--- src/rtl/lcsbe_pkg.sv ---
// Shared types and constants for the LED color SPI bit expander.
package lcsbe_pkg;

   localparam int unsigned INDEX_W     = 12;
   localparam int unsigned LEVEL_W     = 8;
   localparam int unsigned COUNT_W     = 11;
   localparam int unsigned PCT_W       = 7;
   localparam int unsigned CSR_DATA_W  = 11;
   localparam int unsigned SYM_W       = 8;

   localparam int unsigned BITS_PER_LED = 24;
   localparam int unsigned BIT_CNT_W    = 5;

   // Scaled channel: (c * p + 50) / 100, division done as (x * 5243) >> 19,
   // exact for x below 43690; x never exceeds 25550.
   localparam int unsigned PROD_W      = 15;
   localparam int unsigned RECIP_W     = 13;
   localparam int unsigned QUOT_FULL_W = PROD_W + RECIP_W;
   localparam int unsigned RECIP_SHIFT = 19;

   localparam logic [PROD_W-1:0]      ROUND_BIAS = PROD_W'(50);
   localparam logic [RECIP_W-1:0]     RECIP_MUL  = RECIP_W'(5243);

   // reciprocal split into a low and a high slice, summed one stage later
   localparam int unsigned RECIP_LO_W  = 7;
   localparam int unsigned RECIP_HI_W  = RECIP_W - RECIP_LO_W;
   localparam int unsigned PLO_W       = PROD_W + RECIP_LO_W;
   localparam int unsigned PHI_W       = PROD_W + RECIP_HI_W;

   localparam logic [RECIP_LO_W-1:0]  RECIP_LO = RECIP_MUL[RECIP_LO_W-1:0];
   localparam logic [RECIP_HI_W-1:0]  RECIP_HI = RECIP_MUL[RECIP_W-1:RECIP_LO_W];

   localparam logic [COUNT_W-1:0]     MAX_LEDS           = COUNT_W'(1024);
   localparam logic [COUNT_W-1:0]     LED_COUNT_RESET    = COUNT_W'(1024);
   localparam logic [PCT_W-1:0]       BRIGHTNESS_RESET   = PCT_W'(100);
   localparam logic [PCT_W-1:0]       BRIGHTNESS_MAX     = PCT_W'(100);
   localparam logic [BIT_CNT_W-1:0]   LAST_BIT           = BIT_CNT_W'(BITS_PER_LED - 1);

   localparam logic [SYM_W-1:0]       SYM_ONE   = 8'hE0;
   localparam logic [SYM_W-1:0]       SYM_ZERO  = 8'h80;
   localparam logic [SYM_W-1:0]       SYM_ERROR = 8'h00;

   typedef enum logic [0:0] {
      CSR_LED_COUNT  = 1'b0,
      CSR_BRIGHTNESS = 1'b1
   } csr_index_type;

   typedef struct packed {
      logic [INDEX_W-1:0] led_index;
      logic [LEVEL_W-1:0] red_level;
      logic [LEVEL_W-1:0] green_level;
      logic [LEVEL_W-1:0] blue_level;
   } req_payload_type;

   typedef struct packed {
      logic [SYM_W-1:0] spi_byte;
      logic             last_byte;
      logic             index_error;
   } rsp_payload_type;

endpackage

--- src/rtl/led_color_spi_bit_expander.sv ---
// Top level: scales one LED color, packs GRB and expands it into SPI symbol bytes.
//
//  channel   direction  handshake            payload
//  req_      in         req_valid/req_stall  req_payload_type (index, red, green, blue)
//  rsp_      out        rsp_valid/rsp_stall  rsp_payload_type (spi_byte, last_byte, index_error)
//  csr_      in         csr_write            csr_index, csr_wdata
//
// A word passes three register stages (range check and c*p, reciprocal partial
// products, partial sum and pack) and then the serializer, which shifts out one
// byte per cycle while rsp_stall is low: 24 bytes per in-range LED, one byte per
// rejected index. The serializer sets the rate. Reset (synchronous) empties every
// stage and restores led_count 1024 and brightness 100. Stalls back up stage by
// stage; no word is dropped or repeated.
module led_color_spi_bit_expander (
   input  logic                                   clock,
   input  logic                                   reset,
   input  logic                                   req_valid,
   output logic                                   req_stall,
   input  lcsbe_pkg::req_payload_type             req_payload,
   output logic                                   rsp_valid,
   input  logic                                   rsp_stall,
   output lcsbe_pkg::rsp_payload_type             rsp_payload,
   input  logic                                   csr_write,
   input  lcsbe_pkg::csr_index_type               csr_index,
   input  logic [lcsbe_pkg::CSR_DATA_W-1:0]       csr_wdata
);

   // configuration
   logic [lcsbe_pkg::COUNT_W-1:0] led_count_ff;
   logic [lcsbe_pkg::PCT_W-1:0]   brightness_ff;
   logic [lcsbe_pkg::COUNT_W-1:0] limit;
   logic [lcsbe_pkg::PCT_W-1:0]   bright_wdata;

   // stage 1: range check and channel products
   logic                          v1_ff;
   logic                          err1_ff;
   logic [lcsbe_pkg::PROD_W-1:0]  prod_r1_ff, prod_g1_ff, prod_b1_ff;

   // stage 2: reciprocal partial products
   logic                               v2_ff;
   logic                               err2_ff;
   logic [lcsbe_pkg::PLO_W-1:0]        plo_r2_ff, plo_g2_ff, plo_b2_ff;
   logic [lcsbe_pkg::PLO_W-1:0]        plo_r2_in, plo_g2_in, plo_b2_in;
   logic [lcsbe_pkg::PHI_W-1:0]        phi_r2_ff, phi_g2_ff, phi_b2_ff;
   logic [lcsbe_pkg::PHI_W-1:0]        phi_r2_in, phi_g2_in, phi_b2_in;

   // stage 3: packed GRB word
   logic                                  v3_ff;
   logic                                  err3_ff;
   logic [lcsbe_pkg::QUOT_FULL_W-1:0]     quot_r3, quot_g3, quot_b3;
   logic [lcsbe_pkg::BITS_PER_LED-1:0]    word3_ff;
   logic [lcsbe_pkg::BITS_PER_LED-1:0]    word3_in;

   // serializer
   logic                                  ser_valid_ff;
   logic                                  ser_err_ff;
   logic [lcsbe_pkg::BITS_PER_LED-1:0]    ser_word_ff;
   logic [lcsbe_pkg::BIT_CNT_W-1:0]       ser_cnt_ff;

   logic take1, take2, take3;
   logic req_fire, rsp_fire, rsp_last, ser_load;

   always_comb begin
      limit = (led_count_ff > lcsbe_pkg::MAX_LEDS) ? lcsbe_pkg::MAX_LEDS : led_count_ff;
      bright_wdata = csr_wdata[lcsbe_pkg::PCT_W-1:0];
   end

   always_ff @(posedge clock) begin
      if (reset) begin
         led_count_ff  <= lcsbe_pkg::LED_COUNT_RESET;
         brightness_ff <= lcsbe_pkg::BRIGHTNESS_RESET;
      end else if (csr_write) begin
         case (csr_index)
            lcsbe_pkg::CSR_LED_COUNT: begin
               led_count_ff <= csr_wdata[lcsbe_pkg::COUNT_W-1:0];
            end
            lcsbe_pkg::CSR_BRIGHTNESS: begin
               // drop out-of-range percentages
               if (bright_wdata <= lcsbe_pkg::BRIGHTNESS_MAX) begin
                  brightness_ff <= bright_wdata;
               end
            end
            default: begin
            end
         endcase
      end
   end

   // handshake and stage advance
   always_comb begin
      rsp_last = ser_err_ff || (ser_cnt_ff == lcsbe_pkg::LAST_BIT);
      rsp_fire = ser_valid_ff && !rsp_stall;
      ser_load = v3_ff && (!ser_valid_ff || (rsp_fire && rsp_last));
      take3    = !v3_ff || ser_load;
      take2    = !v2_ff || take3;
      take1    = !v1_ff || take2;
      req_stall = !take1;
      req_fire  = req_valid && take1;
   end

   always_ff @(posedge clock) begin
      if (reset) begin
         v1_ff <= 1'b0;
         v2_ff <= 1'b0;
         v3_ff <= 1'b0;
      end else begin
         if (take1) begin
            v1_ff <= req_valid;
         end
         if (take2) begin
            v2_ff <= v1_ff;
         end
         if (take3) begin
            v3_ff <= v2_ff;
         end
      end
   end

   always_ff @(posedge clock) begin
      if (req_fire) begin
         err1_ff    <= req_payload.led_index >= lcsbe_pkg::INDEX_W'(limit);
         prod_r1_ff <= lcsbe_pkg::PROD_W'(req_payload.red_level)
                       * lcsbe_pkg::PROD_W'(brightness_ff);
         prod_g1_ff <= lcsbe_pkg::PROD_W'(req_payload.green_level)
                       * lcsbe_pkg::PROD_W'(brightness_ff);
         prod_b1_ff <= lcsbe_pkg::PROD_W'(req_payload.blue_level)
                       * lcsbe_pkg::PROD_W'(brightness_ff);
      end
   end

   always_comb begin
      plo_r2_in = lcsbe_pkg::PLO_W'(prod_r1_ff + lcsbe_pkg::ROUND_BIAS)
                  * lcsbe_pkg::PLO_W'(lcsbe_pkg::RECIP_LO);
      plo_g2_in = lcsbe_pkg::PLO_W'(prod_g1_ff + lcsbe_pkg::ROUND_BIAS)
                  * lcsbe_pkg::PLO_W'(lcsbe_pkg::RECIP_LO);
      plo_b2_in = lcsbe_pkg::PLO_W'(prod_b1_ff + lcsbe_pkg::ROUND_BIAS)
                  * lcsbe_pkg::PLO_W'(lcsbe_pkg::RECIP_LO);
      phi_r2_in = lcsbe_pkg::PHI_W'(prod_r1_ff + lcsbe_pkg::ROUND_BIAS)
                  * lcsbe_pkg::PHI_W'(lcsbe_pkg::RECIP_HI);
      phi_g2_in = lcsbe_pkg::PHI_W'(prod_g1_ff + lcsbe_pkg::ROUND_BIAS)
                  * lcsbe_pkg::PHI_W'(lcsbe_pkg::RECIP_HI);
      phi_b2_in = lcsbe_pkg::PHI_W'(prod_b1_ff + lcsbe_pkg::ROUND_BIAS)
                  * lcsbe_pkg::PHI_W'(lcsbe_pkg::RECIP_HI);
   end

   always_ff @(posedge clock) begin
      if (take2 && v1_ff) begin
         err2_ff   <= err1_ff;
         plo_r2_ff <= plo_r2_in;
         plo_g2_ff <= plo_g2_in;
         plo_b2_ff <= plo_b2_in;
         phi_r2_ff <= phi_r2_in;
         phi_g2_ff <= phi_g2_in;
         phi_b2_ff <= phi_b2_in;
      end
   end

   // combine the slices, then pack green, red, blue order, MSB first
   always_comb begin
      quot_r3 = lcsbe_pkg::QUOT_FULL_W'(plo_r2_ff)
                + (lcsbe_pkg::QUOT_FULL_W'(phi_r2_ff) << lcsbe_pkg::RECIP_LO_W);
      quot_g3 = lcsbe_pkg::QUOT_FULL_W'(plo_g2_ff)
                + (lcsbe_pkg::QUOT_FULL_W'(phi_g2_ff) << lcsbe_pkg::RECIP_LO_W);
      quot_b3 = lcsbe_pkg::QUOT_FULL_W'(plo_b2_ff)
                + (lcsbe_pkg::QUOT_FULL_W'(phi_b2_ff) << lcsbe_pkg::RECIP_LO_W);
      word3_in = {quot_g3[lcsbe_pkg::RECIP_SHIFT +: lcsbe_pkg::LEVEL_W],
                  quot_r3[lcsbe_pkg::RECIP_SHIFT +: lcsbe_pkg::LEVEL_W],
                  quot_b3[lcsbe_pkg::RECIP_SHIFT +: lcsbe_pkg::LEVEL_W]};
   end

   always_ff @(posedge clock) begin
      if (take3 && v2_ff) begin
         err3_ff  <= err2_ff;
         word3_ff <= word3_in;
      end
   end

   always_ff @(posedge clock) begin
      if (reset) begin
         ser_valid_ff <= 1'b0;
      end else if (ser_load) begin
         ser_valid_ff <= 1'b1;
      end else if (rsp_fire && rsp_last) begin
         ser_valid_ff <= 1'b0;
      end
   end

   always_ff @(posedge clock) begin
      if (ser_load) begin
         ser_err_ff  <= err3_ff;
         ser_word_ff <= word3_ff;
         ser_cnt_ff  <= '0;
      end else if (rsp_fire && !rsp_last) begin
         // advance to the next bit
         ser_word_ff <= {ser_word_ff[lcsbe_pkg::BITS_PER_LED-2:0], 1'b0};
         ser_cnt_ff  <= ser_cnt_ff + lcsbe_pkg::BIT_CNT_W'(1);
      end
   end

   always_comb begin
      rsp_valid = ser_valid_ff;
      rsp_payload.last_byte   = rsp_last;
      rsp_payload.index_error = ser_err_ff;
      if (ser_err_ff) begin
         rsp_payload.spi_byte = lcsbe_pkg::SYM_ERROR;
      end else if (ser_word_ff[lcsbe_pkg::BITS_PER_LED-1]) begin
         rsp_payload.spi_byte = lcsbe_pkg::SYM_ONE;
      end else begin
         rsp_payload.spi_byte = lcsbe_pkg::SYM_ZERO;
      end
   end

`ifndef ASSERT_OFF
   a_cnt_range: assert property (@(posedge clock) disable iff (reset)
      ser_valid_ff |-> ser_cnt_ff <= lcsbe_pkg::LAST_BIT)
      else $error("serializer bit count out of range");

   a_err_single: assert property (@(posedge clock) disable iff (reset)
      (ser_valid_ff && ser_err_ff) |-> ser_cnt_ff == '0)
      else $error("index error word emitted more than one byte");

   a_word_holds: assert property (@(posedge clock) disable iff (reset)
      (rsp_fire && !rsp_last) |=> ser_valid_ff)
      else $error("serializer dropped a word before its last byte");

   a_bright_range: assert property (@(posedge clock) disable iff (reset)
      brightness_ff <= lcsbe_pkg::BRIGHTNESS_MAX)
      else $error("brightness above limit");

   a_stall_full: assert property (@(posedge clock) disable iff (reset)
      req_stall |-> (v1_ff && v2_ff && v3_ff && ser_valid_ff))
      else $error("input stalled with an empty stage");
`endif

endmodule

--- config.mk ---
export PLATFORM = sky130hd
export DESIGN_NAME = led_color_spi_bit_expander
export DESIGN_NICKNAME = d
export VERILOG_FILES = /design/src/rtl/lcsbe_pkg.sv /design/src/rtl/led_color_spi_bit_expander.sv
export SDC_FILE = /design/constraint.sdc
export NUM_CORES = 1
export LEC_CHECK = 0
export BUFFER_PORTS_ARGS = -buffer_cell sky130_fd_sc_hd__buf_4
export CORE_UTILIZATION = 33
export CTS_CLUSTER_SIZE = 40
export DETAILED_ROUTE_END_ITERATION = 10
export PLACE_DENSITY_LB_ADDON = 0.15
export SLEW_MARGIN = 20
export SYNTH_ARGS = -nofsm -noshare
export SYNTH_HDL_FRONTEND = slang
export SYNTH_SLANG_ARGS = --single-unit
export TNS_END_PERCENT = 50
--- constraint.sdc ---
create_clock -name clock -period 8.4 [get_ports clock]
set_clock_uncertainty 0.15 [all_clocks]
set_input_delay 0.84 -clock clock [delete_from_list [all_inputs] [get_ports clock]]
set_output_delay 0.84 -clock clock [all_outputs]
set_load 0.05 [all_outputs]
# After elaboration in Yosys (flattened, before gate mapping)
# Cells that the tools add are included.
[totals]
ff_bits = 241
inputBits = 53
elab_cells = 76
output_inout_bits = 12
[classes]
bitwise = 1
n_addsub = 10
reduce_logical = 23
mul = 9
eq_ne = 1
n_mux = 7
magnitude_cmp = 3
[op_table]
columns = ["operator", "n"]
rows = [
  ["$add A15 B6 Y16 const B", 6],
  ["$add A22 B27 Y27", 3],
  ["$mul A16 B7 Y22 const B", 3],
  ["$mul A16 B3 Y17 const B", 3],
  ["$mux W24", 2],
  ["$mul A8 B7 Y15", 3],
  ["$ge A12 B11 Y1", 1],
  ["$gt A11 B11 Y1 const B", 1],
  ["$mux W11", 1],
  ["$mux W8", 1],
  ["$le A7 B7 Y1 const B", 1],
  ["$logic_and A1 B1 Y1", 7],
  ["$logic_not A1 Y1", 7],
  ["$mux W7", 1],
  ["$add A5 B1 Y5 const B", 1],
  ["$eq A5 B5 Y1 const B", 1],
  ["$logic_or A1 B1 Y1", 5],
  ["$reduce_bool A2 Y1", 2],
  ["$reduce_and A3 Y1", 1],
  ["$mux W1", 2],
  ["$reduce_and A2 Y1", 1],
  ["$not A1 Y1", 1],
]

# Longest topological paths before layout
# Gate-level depths: netlist (run 1).
[logic_depth]
ltp_word = 9
ltp_mapped = 23
mapped_depth_nobuf = 23

# Worst setup path after synthesis (run 1)
# Ideal clock, no wire load.
[synth_timing]
path_kind = "input-to-reg"
startpoint = "input port rsp_stall"
endpoint = "register err2_ff (enable)"
t_arrival_ns = 5.525
required_ns = 7.663
stages = 2
n_path_buf = 0
setup_time_ns = 0.587
path_slack_ns = 2.138
cell_sequence = "o21a_1 a31oi_1"
[synth_via]
elab_chain_cells = 8
[synth_lines]
columns = ["item", "line_no", "source"]
rows = [
  ["from (decl)", "led_color_spi_bit_expander.sv:21", "input logic rsp_stall,"],
  ["$logic_not A1 Y1", "led_color_spi_bit_expander.sv:92", "rsp_fire = ser_valid_ff && !rsp_stall;"],
  ["$logic_and A1 B1 Y1", "led_color_spi_bit_expander.sv:92", ""],
  ["$logic_and A1 B1 Y1", "led_color_spi_bit_expander.sv:93", "ser_load = v3_ff && (!ser_valid_ff || (rsp_fire && rsp_last));"],
  ["$logic_or A1 B1 Y1", "led_color_spi_bit_expander.sv:93", ""],
  ["$logic_and A1 B1 Y1", "led_color_spi_bit_expander.sv:93", ""],
  ["$logic_or A1 B1 Y1", "led_color_spi_bit_expander.sv:94", "take3 = !v3_ff || ser_load;"],
  ["$logic_or A1 B1 Y1", "led_color_spi_bit_expander.sv:95", "take2 = !v2_ff || take3;"],
  ["$logic_and A1 B1 Y1", "led_color_spi_bit_expander.sv:147", "if (take2 && v1_ff) begin"],
  ["to (signal assigned)", "led_color_spi_bit_expander.sv:148", "err2_ff <= err1_ff;"],
  ["to (decl)", "led_color_spi_bit_expander.sv:41", "logic err2_ff;"],
]
# Every way passes these cells.
# A chain may end at the register's enable or synchronous reset.

# Final worst setup path (run 1)
[layout_timing]
startpoint = "register prod_r1_ff[1] (netlist name)"
endpoint = "register plo_r2_ff[21] (netlist name) (data pin)"
[layout_via]
elab_chain_cells = 2
[layout_lines]
columns = ["item", "line_no", "source"]
rows = [
  ["from (decl)", "led_color_spi_bit_expander.sv:37", "logic [lcsbe_pkg::PROD_W-1:0] prod_r1_ff, prod_g1_ff, prod_b1_ff;"],
  ["from (signal assigned)", "led_color_spi_bit_expander.sv:122", "prod_r1_ff <= lcsbe_pkg::PROD_W'(req_payload.red_level)"],
  ["$add A15 B6 Y16", "led_color_spi_bit_expander.sv:132", "plo_r2_in = lcsbe_pkg::PLO_W'(prod_r1_ff + lcsbe_pkg::ROUND_BIAS)"],
  ["$mul A16 B7 Y22", "led_color_spi_bit_expander.sv:133", "* lcsbe_pkg::PLO_W'(lcsbe_pkg::RECIP_LO);"],
  ["named net plo_r2_in, one bit", "led_color_spi_bit_expander.sv:43", "logic [lcsbe_pkg::PLO_W-1:0] plo_r2_in, plo_g2_in, plo_b2_in;"],
  ["to (signal assigned)", "led_color_spi_bit_expander.sv:149", "plo_r2_ff <= plo_r2_in;"],
  ["to (decl)", "led_color_spi_bit_expander.sv:42", "logic [lcsbe_pkg::PLO_W-1:0] plo_r2_ff, plo_g2_ff, plo_b2_ff;"],
]
# The timed path passes the listed nets, and every way through them passes these cells.

==> metrics, run 1 <==
aggregate routed wire length 48.5 mm; number of antenna violations at the first check in global routing 1; RSZ-0062 raised after global routing no; Yosys reg bits 211; clock tree from TritonCTS done; most common cell after layout, fill and taps aside sky130_fd_sc_hd__inv_1; clock tree root driver cell sky130_fd_sc_hd__clkbuf_16; CP Launch Type flip-flop; core region area 0.0688 sq mm; number of maximum-capacitance violations 0; worst-skew pair later-pin latency 570 ps; wire per inst 14.9 um; RD Place Congestion 0.840; count of flip-flops with a built-in enable after synthesis 184; fraction of the cycle the final worst path needs 74.8%; Worst slew margin 30.4%; cell type with the highest aggregate area in the netlist sky130_fd_sc_hd__edfxtp_1; netlist area before placement 0.0230 sq mm; quantity of hold-fixing buffers added after cts 0; post-CTS sizing 0; DRC 0; Max stage delay cell, worst path sky130_fd_sc_hd__xor2_1; path class of the lowest-slack min-delay path reg2reg; most used cell, CP sky130_fd_sc_hd__inv_1; critical path data required time 8560 ps; transition time at the pin with the least slew margin 1040 ps; async set-or-reset flop fraction in the synthesized netlist 0%; number of vias after detailed routing 15100; number of nets at the end of the flow 2912; # setup viols final 0; number of library cell types mapped by synthesis 72; Warnings, synthesis 0; Top delay family on crit path adder cells; DR iter-0 viols 523; average instance area after synthesis 10.3 sq um; std cell rows 96; final standard cell count with taps included and fillers excluded 3260; Num CTS Buffers 27; FMAX 0.159 GHz; critical path cell sequence nand3_1, nor3b_1, nor2b_1, nand4_1, xor2_1, inv_1, ha_1, inv_1, fa_1, inv_1, fa_1, inv_1, fa_1, inv_1, ha_1, and3_1, a221oi_1, nor2b_1, nor2_1, nand3_1, o21ba_2, o311a_1; fraction of layout cells with a size suffix above 1 7.08%; placed cell count 3210; Port Buf Inserts 59; total negative slack 0 ps; die area 0.0708 sq mm; worst path arrival time 6450 ps; overflow left after global routing 0; Max Transition Viols Final 0; total number of clock tree sinks 211; main flop type after synthesis sky130_fd_sc_hd__edfxtp_1; capturing element type of the critical path flip-flop; I/O pin total 65; Global Route Usage Sum 14.1%; biggest cell delay along the critical path 580 ps; Ant. Diodes 0; portion of the post-synthesis area used by sequential elements 26.3%; number of endpoints with negative hold slack in the final report 0; count of buffers added by post-CTS timing repair for setup 0; crit path buf inv count 5; first-pass GRT wire length 81.2 mm; Synth-to-Final Area Change 10.8%; top-area cell type share of the netlist area 24.0%; via count of the first global-routing pass 15900; most frequent cells in the layout sky130_fd_sc_hd__inv_1, sky130_fd_sc_hd__ha_1, sky130_fd_sc_hd__fa_1, sky130_fd_sc_hd__edfxtp_1, sky130_fd_sc_hd__nand2_1; result of the run finished, final reports clean; Antenna Violating Nets Remaining 0; detailed-routing iteration count for the pre-antenna-repair pass 5; maximum net fanout on the critical path 6; crit path time final 6290 ps; maximum level of the CTS H-tree 1; Initial Util 33.5%; HPWL after detailed placement 40.5 mm; fill count 6924; pin count of the biggest net entering global routing 58; largest cells by area after synthesis sky130_fd_sc_hd__edfxtp_1, sky130_fd_sc_hd__fa_1, sky130_fd_sc_hd__ha_1, sky130_fd_sc_hd__xnor2_1, sky130_fd_sc_hd__inv_1; via density per instance 4.63; clock input transition at the sequential cells of the worst setup and hold paths 60 ps; floorplan die height 266 um; critical setup path kind reg2reg; Mapped Cells 2238; worst hold slack 273 ps; maximum buffer depth of the clock tree 3; width of the die 266 um
cell usage after synthesis, drive strengths merged (8+ instances only):
| master | count |
|---|---|
| nand4 | 17 |
| a21oi | 109 |
| o21a | 23 |
| clkbuf | 22 |
| edfxtp | 184 |
| buf | 10 |
| nor3b | 9 |
| xor2 | 74 |
| ha | 337 |
| mux2 | 23 |
| a31oi | 8 |
| xnor2 | 157 |
| nand2 | 166 |
| inv | 351 |
| o21bai | 16 |
| nor3 | 23 |
| a21o | 37 |
| and3 | 18 |
| and2 | 90 |
| mux2i | 8 |
| nor2 | 108 |
| o21ai | 47 |
| nor2b | 26 |
| fa | 214 |
| dfxtp | 27 |
| nand3 | 29 |
| nand2b | 13 |
| or3 | 8 |
layout make-up:
type / instances / area [sq um] / area share (%)
multi-input combinational: 1647 / 15500 / 60.9
sequential: 211 / 6070 / 23.8
inverter: 352 / 1320 / 5.18
tap: 931 / 1160 / 4.57
clock buffer: 32 / 694 / 2.72
timing repair buffer: 69 / 518 / 2.03
clock inverter: 18 / 221 / 0.868
registers in the layout, indices dropped and copies added, names as in the netlist, 11 cells and up:
register and cells:
phi_g2_ff 16, plo_r2_ff 13, led_count_ff 11, plo_g2_ff 13, prod_r1_ff 15, plo_b2_ff 13, phi_r2_ff 16, prod_b1_ff 15
word3_ff 24, prod_g1_ff 15, phi_b2_ff 16, ser_word_ff 24
logic make-up (layout without fill, tap and decap cells):
family	Yosys count	count (layout)	synth area share [%]
adders and majority gates	556	556	37.1
and+or+nand+nor	519	519	11.1
buffers and inverters	384	471	6.40
AOI/OAI and AO/OA	305	305	8.61
xor gates and xnor gates	231	231	8.95
DFF	211	211	26.3
muxes	31	31	1.47
other	1	5	0.0163
worst reg2reg max path, delay by kind of cell, from the launching register on:
kind | cells | cell delay (ps)
buffers and inverters | 5 | 510
adders and majority gates | 5 | 2220
AOI/OAI and AO/OA | 3 | 780
xor gates and xnor gates | 1 | 580
DFF | 1 | 480
and+or+nand+nor | 8 | 1330
per-layer routing:
layer / vias to the layer above / share of wire (%) / track usage, %
li1: 7607 / - / -
met5: - / 0 / 0
met1: 7303 / 52 / 20.5
met4: 0 / 1.6 / 3.00
met3: 53 / 2.7 / 1.29
met2: 145 / 44 / 22.7
worst paths after layout:
check	startpoint	end	slack (ps)	depth (start not counted)
worst max-delay path	prod_r1_ff[1]	plo_r2_ff[21]	2110	22
worst min-delay path	err3_ff	ser_err_ff	270	0
worst max register to register	prod_r1_ff[1]	plo_r2_ff[21]	2110	22
worst min register to register	err3_ff	ser_err_ff	270	0
metrics by stage:
step | instance area (sq um) | setup WS, ps | util [%]
after floorplan | 23000 | 2140 | -
after global placement | 24600 | 2260 | 35.7
after detailed placement | 24600 | 2090 | 35.7
after CTS | 25500 | 2110 | 37.1
after global routing | 25500 | 1710 | 37.1
final | 25500 | 2110 | 37.1
Power of run 1 is left out: the tool's default activity adds up to more than one toggle a clock period on the data nets, which glitch-free logic cannot reach.
==> run 2, diff against run 1 <==
==> constraint.sdc (replaced) <==
create_clock -name clock -period 5.9 [get_ports clock]
set_clock_uncertainty 0.15 [all_clocks]
set_input_delay 0.59 -clock clock [delete_from_list [all_inputs] [get_ports clock]]
set_output_delay 0.59 -clock clock [all_outputs]
set_load 0.05 [all_outputs]
==> run 2 against run 1 <==
  * Critical path depth stayed put
  * Flip-flop and latch count is the same
  * Clock-buffer cell count decreased by 4
  * First-iteration DRC count grew 18%
  * Global-route usage grew 0.41 points
  * Routed wire length increased by 3.5%
  * Highest routed layer unchanged
  * Critical path type unchanged
  * Sequential share of layout area is 0.40 points lower
  * Worst setup slack worse by 1800 ps
  * Via count rose by 1.6%
  * Hold slack worse by 210 ps
==> metrics, run 2 (synthesis gave the netlist of run 1 again) <==
result of the run finished, final reports clean; pin count of the biggest net entering global routing 54; maximum buffer depth of the clock tree 3; Worst slew margin 30.2%; Num CTS Buffers 27; number of endpoints with negative hold slack in the final report 0; via density per instance 4.65; GRT met2 Usage 23.0%; capturing element type of the critical path flip-flop; Global Route Usage Sum 14.5%; floorplan die height 266 um; maximum level of the CTS H-tree 1; critical setup path kind reg2reg; I/O pin total 65; Port Buf Inserts 59; detailed-routing iteration count for the pre-antenna-repair pass 5; most used routing layer met2; critical path data required time 6040 ps; worst-skew pair later-pin latency 580 ps; Antenna Violating Nets Remaining 0; Initial Util 33.5%; worst path arrival time 5690 ps; clock tree root driver cell sky130_fd_sc_hd__clkbuf_16; clock tree from TritonCTS done; fraction of layout cells with a size suffix above 1 9.78%; maximum net fanout on the critical path 5; number of nets at the end of the flow 2957; core region area 0.0688 sq mm; CP Launch Type flip-flop; RSZ-0062 raised after global routing yes; total negative slack 0 ps; endpoint of the worst register-to-register path plo_r2_ff[16]; met1 usage in global routing 21.4%; total number of clock tree sinks 211; DRC 0; worst r2r path cells 22; number of maximum-capacitance violations 0; std cell rows 96; HPWL after detailed placement 41.7 mm; worst hold path depth 2; path class of the lowest-slack min-delay path in2reg; # setup viols final 0; crit path time final 5540 ps; die area 0.0708 sq mm; width of the die 266 um; fill count 6810; startpoint of the lowest-slack register-to-register path prod_r1_ff[3]; sink of the worst hold path led_count_ff[10]; RD Place Congestion 0.826; wire per inst 15.2 um; most common cell after layout, fill and taps aside sky130_fd_sc_hd__inv_1; most frequent cells in the layout sky130_fd_sc_hd__inv_1, sky130_fd_sc_hd__ha_1, sky130_fd_sc_hd__fa_1, sky130_fd_sc_hd__edfxtp_1, sky130_fd_sc_hd__nand2_1; overflow left after global routing 0; Largest regs ser_word_ff: 24 flops, word3_ff: 24 flops; clock input transition at the sequential cells of the worst setup and hold paths 70 ps; number of antenna violations at the first check in global routing 1; Worst Hold Launch csr_wdata[10]; Synth-to-Final Area Change 12.7%; transition time at the pin with the least slew margin 1040 ps; fraction of the cycle the final worst path needs 93.9%; FMAX 0.180 GHz; register-to-register setup slack 360 ps; Max Transition Viols Final 0; aggregate routed wire length 50.2 mm; number of vias after detailed routing 15400; M3 GR Usage 1.41%; startpoint of the worst setup timing path prod_r1_ff[3]; first-pass GRT wire length 83.4 mm; via count of the first global-routing pass 16200; DR iter-0 viols 617
## run 2: changes by cell type in the layout (fill, tap and decap cells not counted), moves of 3 or more
cell                         previous run  this run
sky130_fd_sc_hd__a21oi_1              107       104
sky130_fd_sc_hd__buf_4                 69       114
sky130_fd_sc_hd__clkinv_4               0         3
sky130_fd_sc_hd__clkbuf_1               5         1
sky130_fd_sc_hd__xnor2_2                2         6
sky130_fd_sc_hd__clkinvlp_4             2         6
sky130_fd_sc_hd__xnor2_1              155       150
## run 2: what timing repair did
item,4_1_cts,5_1_grt
gates resized for setup,1,24
hold buffers,0,0
pin swaps,0,2
buffers inserted,0,3
setup endpoints to repair,3,23
## run 2: area by class of cell
type,instances,area [sq um],share of cell area (%)
flip-flops and latches,211,6070,23.4
well taps,931,1160,4.49
multi-input cells,1647,15700,60.3
repair buffers,114,856,3.30
inverters,352,1320,5.09
clock buffers,28,679,2.62
diodes,1,2.50,0.00964
clock inverters,20,204,0.786
## run 2: routing by layer
layer	part of all wire (%)	wire (um)	up-vias
met5	0	0	-
met4	1.2	593	0
met3	3.0	1490	36
met2	44	22000	187
met1	52	26200	7419
li1	-	-	7711
## run 2: worst max-delay path by stage
stage                    end  slack, ps  cells past startpoint
3_3_place_gp   plo_g2_ff[13]        -50                     19
4_1_cts        plo_g2_ff[13]         70                     19
6_report       plo_r2_ff[16]        360                     22
2_1_floorplan  plo_b2_ff[19]        230                     22
3_5_place_dp   plo_g2_ff[13]        -40                     19
5_1_grt        plo_b2_ff[17]        -40                     22
## run 2: through the flow
stage	cell area [sq um]	worst slack, ps	utilization [%]	instances	hold slack (ps)
final	25900	359	37.7	3304	67.9
after detailed placement	24900	-37.9	36.2	3252	271
after CTS	25800	70.4	37.5	3300	32.4
after global routing	25900	-36.0	37.7	3303	50.7
after floorplan	23000	227	-	2242	250
after global placement	24900	-53.5	36.2	3252	267
## run 2: worst max-delay path, cell delays in order, from the launching register on
cell	delay, ps
sky130_fd_sc_hd__edfxtp_1	470
sky130_fd_sc_hd__nand3_1	150
sky130_fd_sc_hd__nor3b_2	250
sky130_fd_sc_hd__nor2b_2	90
sky130_fd_sc_hd__nand2_1	140
sky130_fd_sc_hd__xor2_2	280
sky130_fd_sc_hd__inv_1	130
sky130_fd_sc_hd__ha_1	320
sky130_fd_sc_hd__inv_1	60
sky130_fd_sc_hd__fa_1	520
sky130_fd_sc_hd__inv_1	50
sky130_fd_sc_hd__fa_1	470
sky130_fd_sc_hd__inv_1	50
sky130_fd_sc_hd__fa_1	500
sky130_fd_sc_hd__inv_1	40
sky130_fd_sc_hd__ha_1	310
sky130_fd_sc_hd__nand3_1	60
sky130_fd_sc_hd__or2_2	290
sky130_fd_sc_hd__o31ai_2	300
sky130_fd_sc_hd__a211o_1	240
sky130_fd_sc_hd__a31o_1	210
sky130_fd_sc_hd__a21oi_2	70
sky130_fd_sc_hd__xnor2_1	120
Power of run 2 is left out for the same reason.
==> run 3, diff against run 2 <==
--- a/config.mk
+++ b/config.mk
@@ -6,7 +6,7 @@
 export NUM_CORES = 1
 export LEC_CHECK = 0
 export BUFFER_PORTS_ARGS = -buffer_cell sky130_fd_sc_hd__buf_4
-export CORE_UTILIZATION = 33
+export CORE_UTILIZATION = 55
 export CTS_CLUSTER_SIZE = 40
 export DETAILED_ROUTE_END_ITERATION = 10
 export PLACE_DENSITY_LB_ADDON = 0.15
==> run 3 against run 2 <==
  * The flow now finishes with violations (design-rule violations)
  * First-iteration DRC count rose by 34%
  * Sequential share of layout area rose by 0.62 points
  * Register-to-register slack got worse by 190 ps
  * Flip-flop and latch count did not move
  * Worst setup slack got worse by 190 ps
  * Fmax fell by 3.3%
  * Largest cell class unchanged
  * Clock-buffer cell count rose by 6
  * Critical path depth rose by 1
==> metrics, run 3 (synthesis gave the netlist of run 1 again) <==
Initial Util 56.1%; DR iter-0 viols 828; width of the die 207 um; via density per instance 5.38; M3 GR Usage 2.83%; worst hold path depth 2; first-pass GRT wire length 76.4 mm; HPWL after detailed placement 38.6 mm; clock tree from TritonCTS done; most used routing layer met2; maximum level of the CTS H-tree 1; worst path arrival time 5870 ps; endpoint of the worst register-to-register path plo_r2_ff[21]; maximum buffer depth of the clock tree 3; I/O pin total 65; transition time at the pin with the least slew margin 965 ps; RD Place Congestion 0.912; number of endpoints with negative hold slack in the final report 0; worst hold slack 101 ps; CP Launch Type flip-flop; std cell rows 74; floorplan die height 207 um; Worst Hold Launch csr_wdata[10]; result of the run complete, but fails checks; FMAX 0.175 GHz; via count of the first global-routing pass 15600; sink of the worst hold path led_count_ff[10]; Global Route Usage Sum 22.4%; GRT met2 Usage 35.8%; most frequent cells in the layout sky130_fd_sc_hd__inv_1, sky130_fd_sc_hd__ha_1, sky130_fd_sc_hd__fa_1, sky130_fd_sc_hd__edfxtp_1, sky130_fd_sc_hd__nand2_1; detailed-routing iteration count for the pre-antenna-repair pass 9; wire per inst 16.2 um; Max stage delay cell, worst path sky130_fd_sc_hd__fa_1; startpoint of the lowest-slack register-to-register path prod_r1_ff[1]; Num CTS Buffers 24; clock tree root driver cell sky130_fd_sc_hd__clkbuf_16; total number of clock tree sinks 211; biggest cell delay along the critical path 510 ps; Max Transition Viols Final 0; maximum net fanout on the critical path 5; Largest regs ser_word_ff: 24 flops, word3_ff: 24 flops; die area 0.0427 sq mm; DRC 6; Antenna Violating Nets Remaining 0; # setup viols final 0; core region area 0.0410 sq mm; Port Buf Inserts 59; critical path cell sequence ha_1, a21oi_4, a21boi_4, nand3_2, xor2_2, inv_1, xnor2_1, ha_1, inv_1, fa_1, inv_1, fa_1, inv_1, fa_1, inv_1, ha_1, and3_1, a221oi_1, nor2b_1, nor2_1, nand3_1, o21ba_2, o311a_1; fraction of layout cells with a size suffix above 1 8.90%; clock input transition at the sequential cells of the worst setup and hold paths 60 ps; number of antenna violations at the first check in global routing 0; crit path time final 5730 ps; critical path data required time 6040 ps; violated checks design-rule violations; worst-skew pair later-pin latency 550 ps; path class of the lowest-slack min-delay path in2reg; number of maximum-capacitance violations 0; register-to-register setup slack 170 ps; overflow left after global routing 0; most common cell after layout, fill and taps aside sky130_fd_sc_hd__inv_1; Synth-to-Final Area Change 9.80%; Ant. Diodes 0; aggregate routed wire length 46.8 mm; Worst slew margin 35.6%; capturing element type of the critical path flip-flop; worst r2r path cells 23; most used cell, CP sky130_fd_sc_hd__inv_1; number of nets at the end of the flow 2946; number of vias after detailed routing 15600; pin count of the biggest net entering global routing 89; met1 usage in global routing 32.6%; critical setup path kind reg2reg; fraction of the cycle the final worst path needs 97.1%
==> run 3: cell types whose count changed in the layout (fill, tap and decap cells not counted), sizes merged <==
cell	delta
clkinv	-3
diode	-1
clkinvlp	-5
inv	-2
buf	-8
clkbuf	+6
==> run 3: layout make-up <==
type | count | area (sq um)
clock buffers | 34 | 658
fillers | 3361 | 15700
well taps | 532 | 666
repair buffers | 106 | 800
clock inverters | 10 | 123
multi-input cells | 1647 | 15600
flip-flops and latches | 211 | 6070
inverters | 352 | 1320
==> run 3: layer usage <==
metal,share of wire [%],up-vias,wire length (um)
li1,-,7679,-
met1,49,7537,22800
met2,45,294,21200
met3,4.4,41,2040
met4,1.6,0,742
met5,0,-,0
==> run 3: worst max-delay path by stage <==
stage / end / from / depth (start not counted)
finish: plo_r2_ff[21] / prod_r1_ff[1] / 23
detailed placement: plo_r2_ff[21] / prod_r1_ff[1] / 23
CTS: plo_r2_ff[21] / prod_r1_ff[1] / 23
global placement: plo_g2_ff[21] / prod_g1_ff[1] / 19
floorplan: plo_b2_ff[19] / prod_b1_ff[1] / 22
global route: plo_r2_ff[21] / prod_r1_ff[1] / 23
==> run 3: repair_timing <==
item,CTS,global route
hold buffers,0,0
setup buffers,0,6
pin swaps,0,4
resized for setup,3,22
setup endpoints to repair,4,29
==> run 3: stage by stage <==
stage | util (%) | setup slack [ps] | instances | setup TNS [ps] | cell area [sq um]
floorplan | - | 227 | 2242 | 0 | 23000
global placement | 59.3 | 109 | 2842 | 0 | 24300
detailed placement | 59.3 | -44.2 | 2842 | -44.2 | 24300
CTS | 61.3 | 45.2 | 2886 | 0 | 25100
global route | 61.6 | -52.6 | 2892 | -52.6 | 25300
finish | 61.6 | 172 | 2892 | 0 | 25300
==> run 3: critical path: cells and delay by family, from the launching register on <==
kind | cells | cell delay [ps]
adders and majority gates | 6 | 2350
and+or+nand+nor | 5 | 680
xor gates and xnor gates | 2 | 340
buffers and inverters | 5 | 340
AOI/OAI and AO/OA | 5 | 1140
DFF | 1 | 450
Power of run 3 is left out for the same reason.
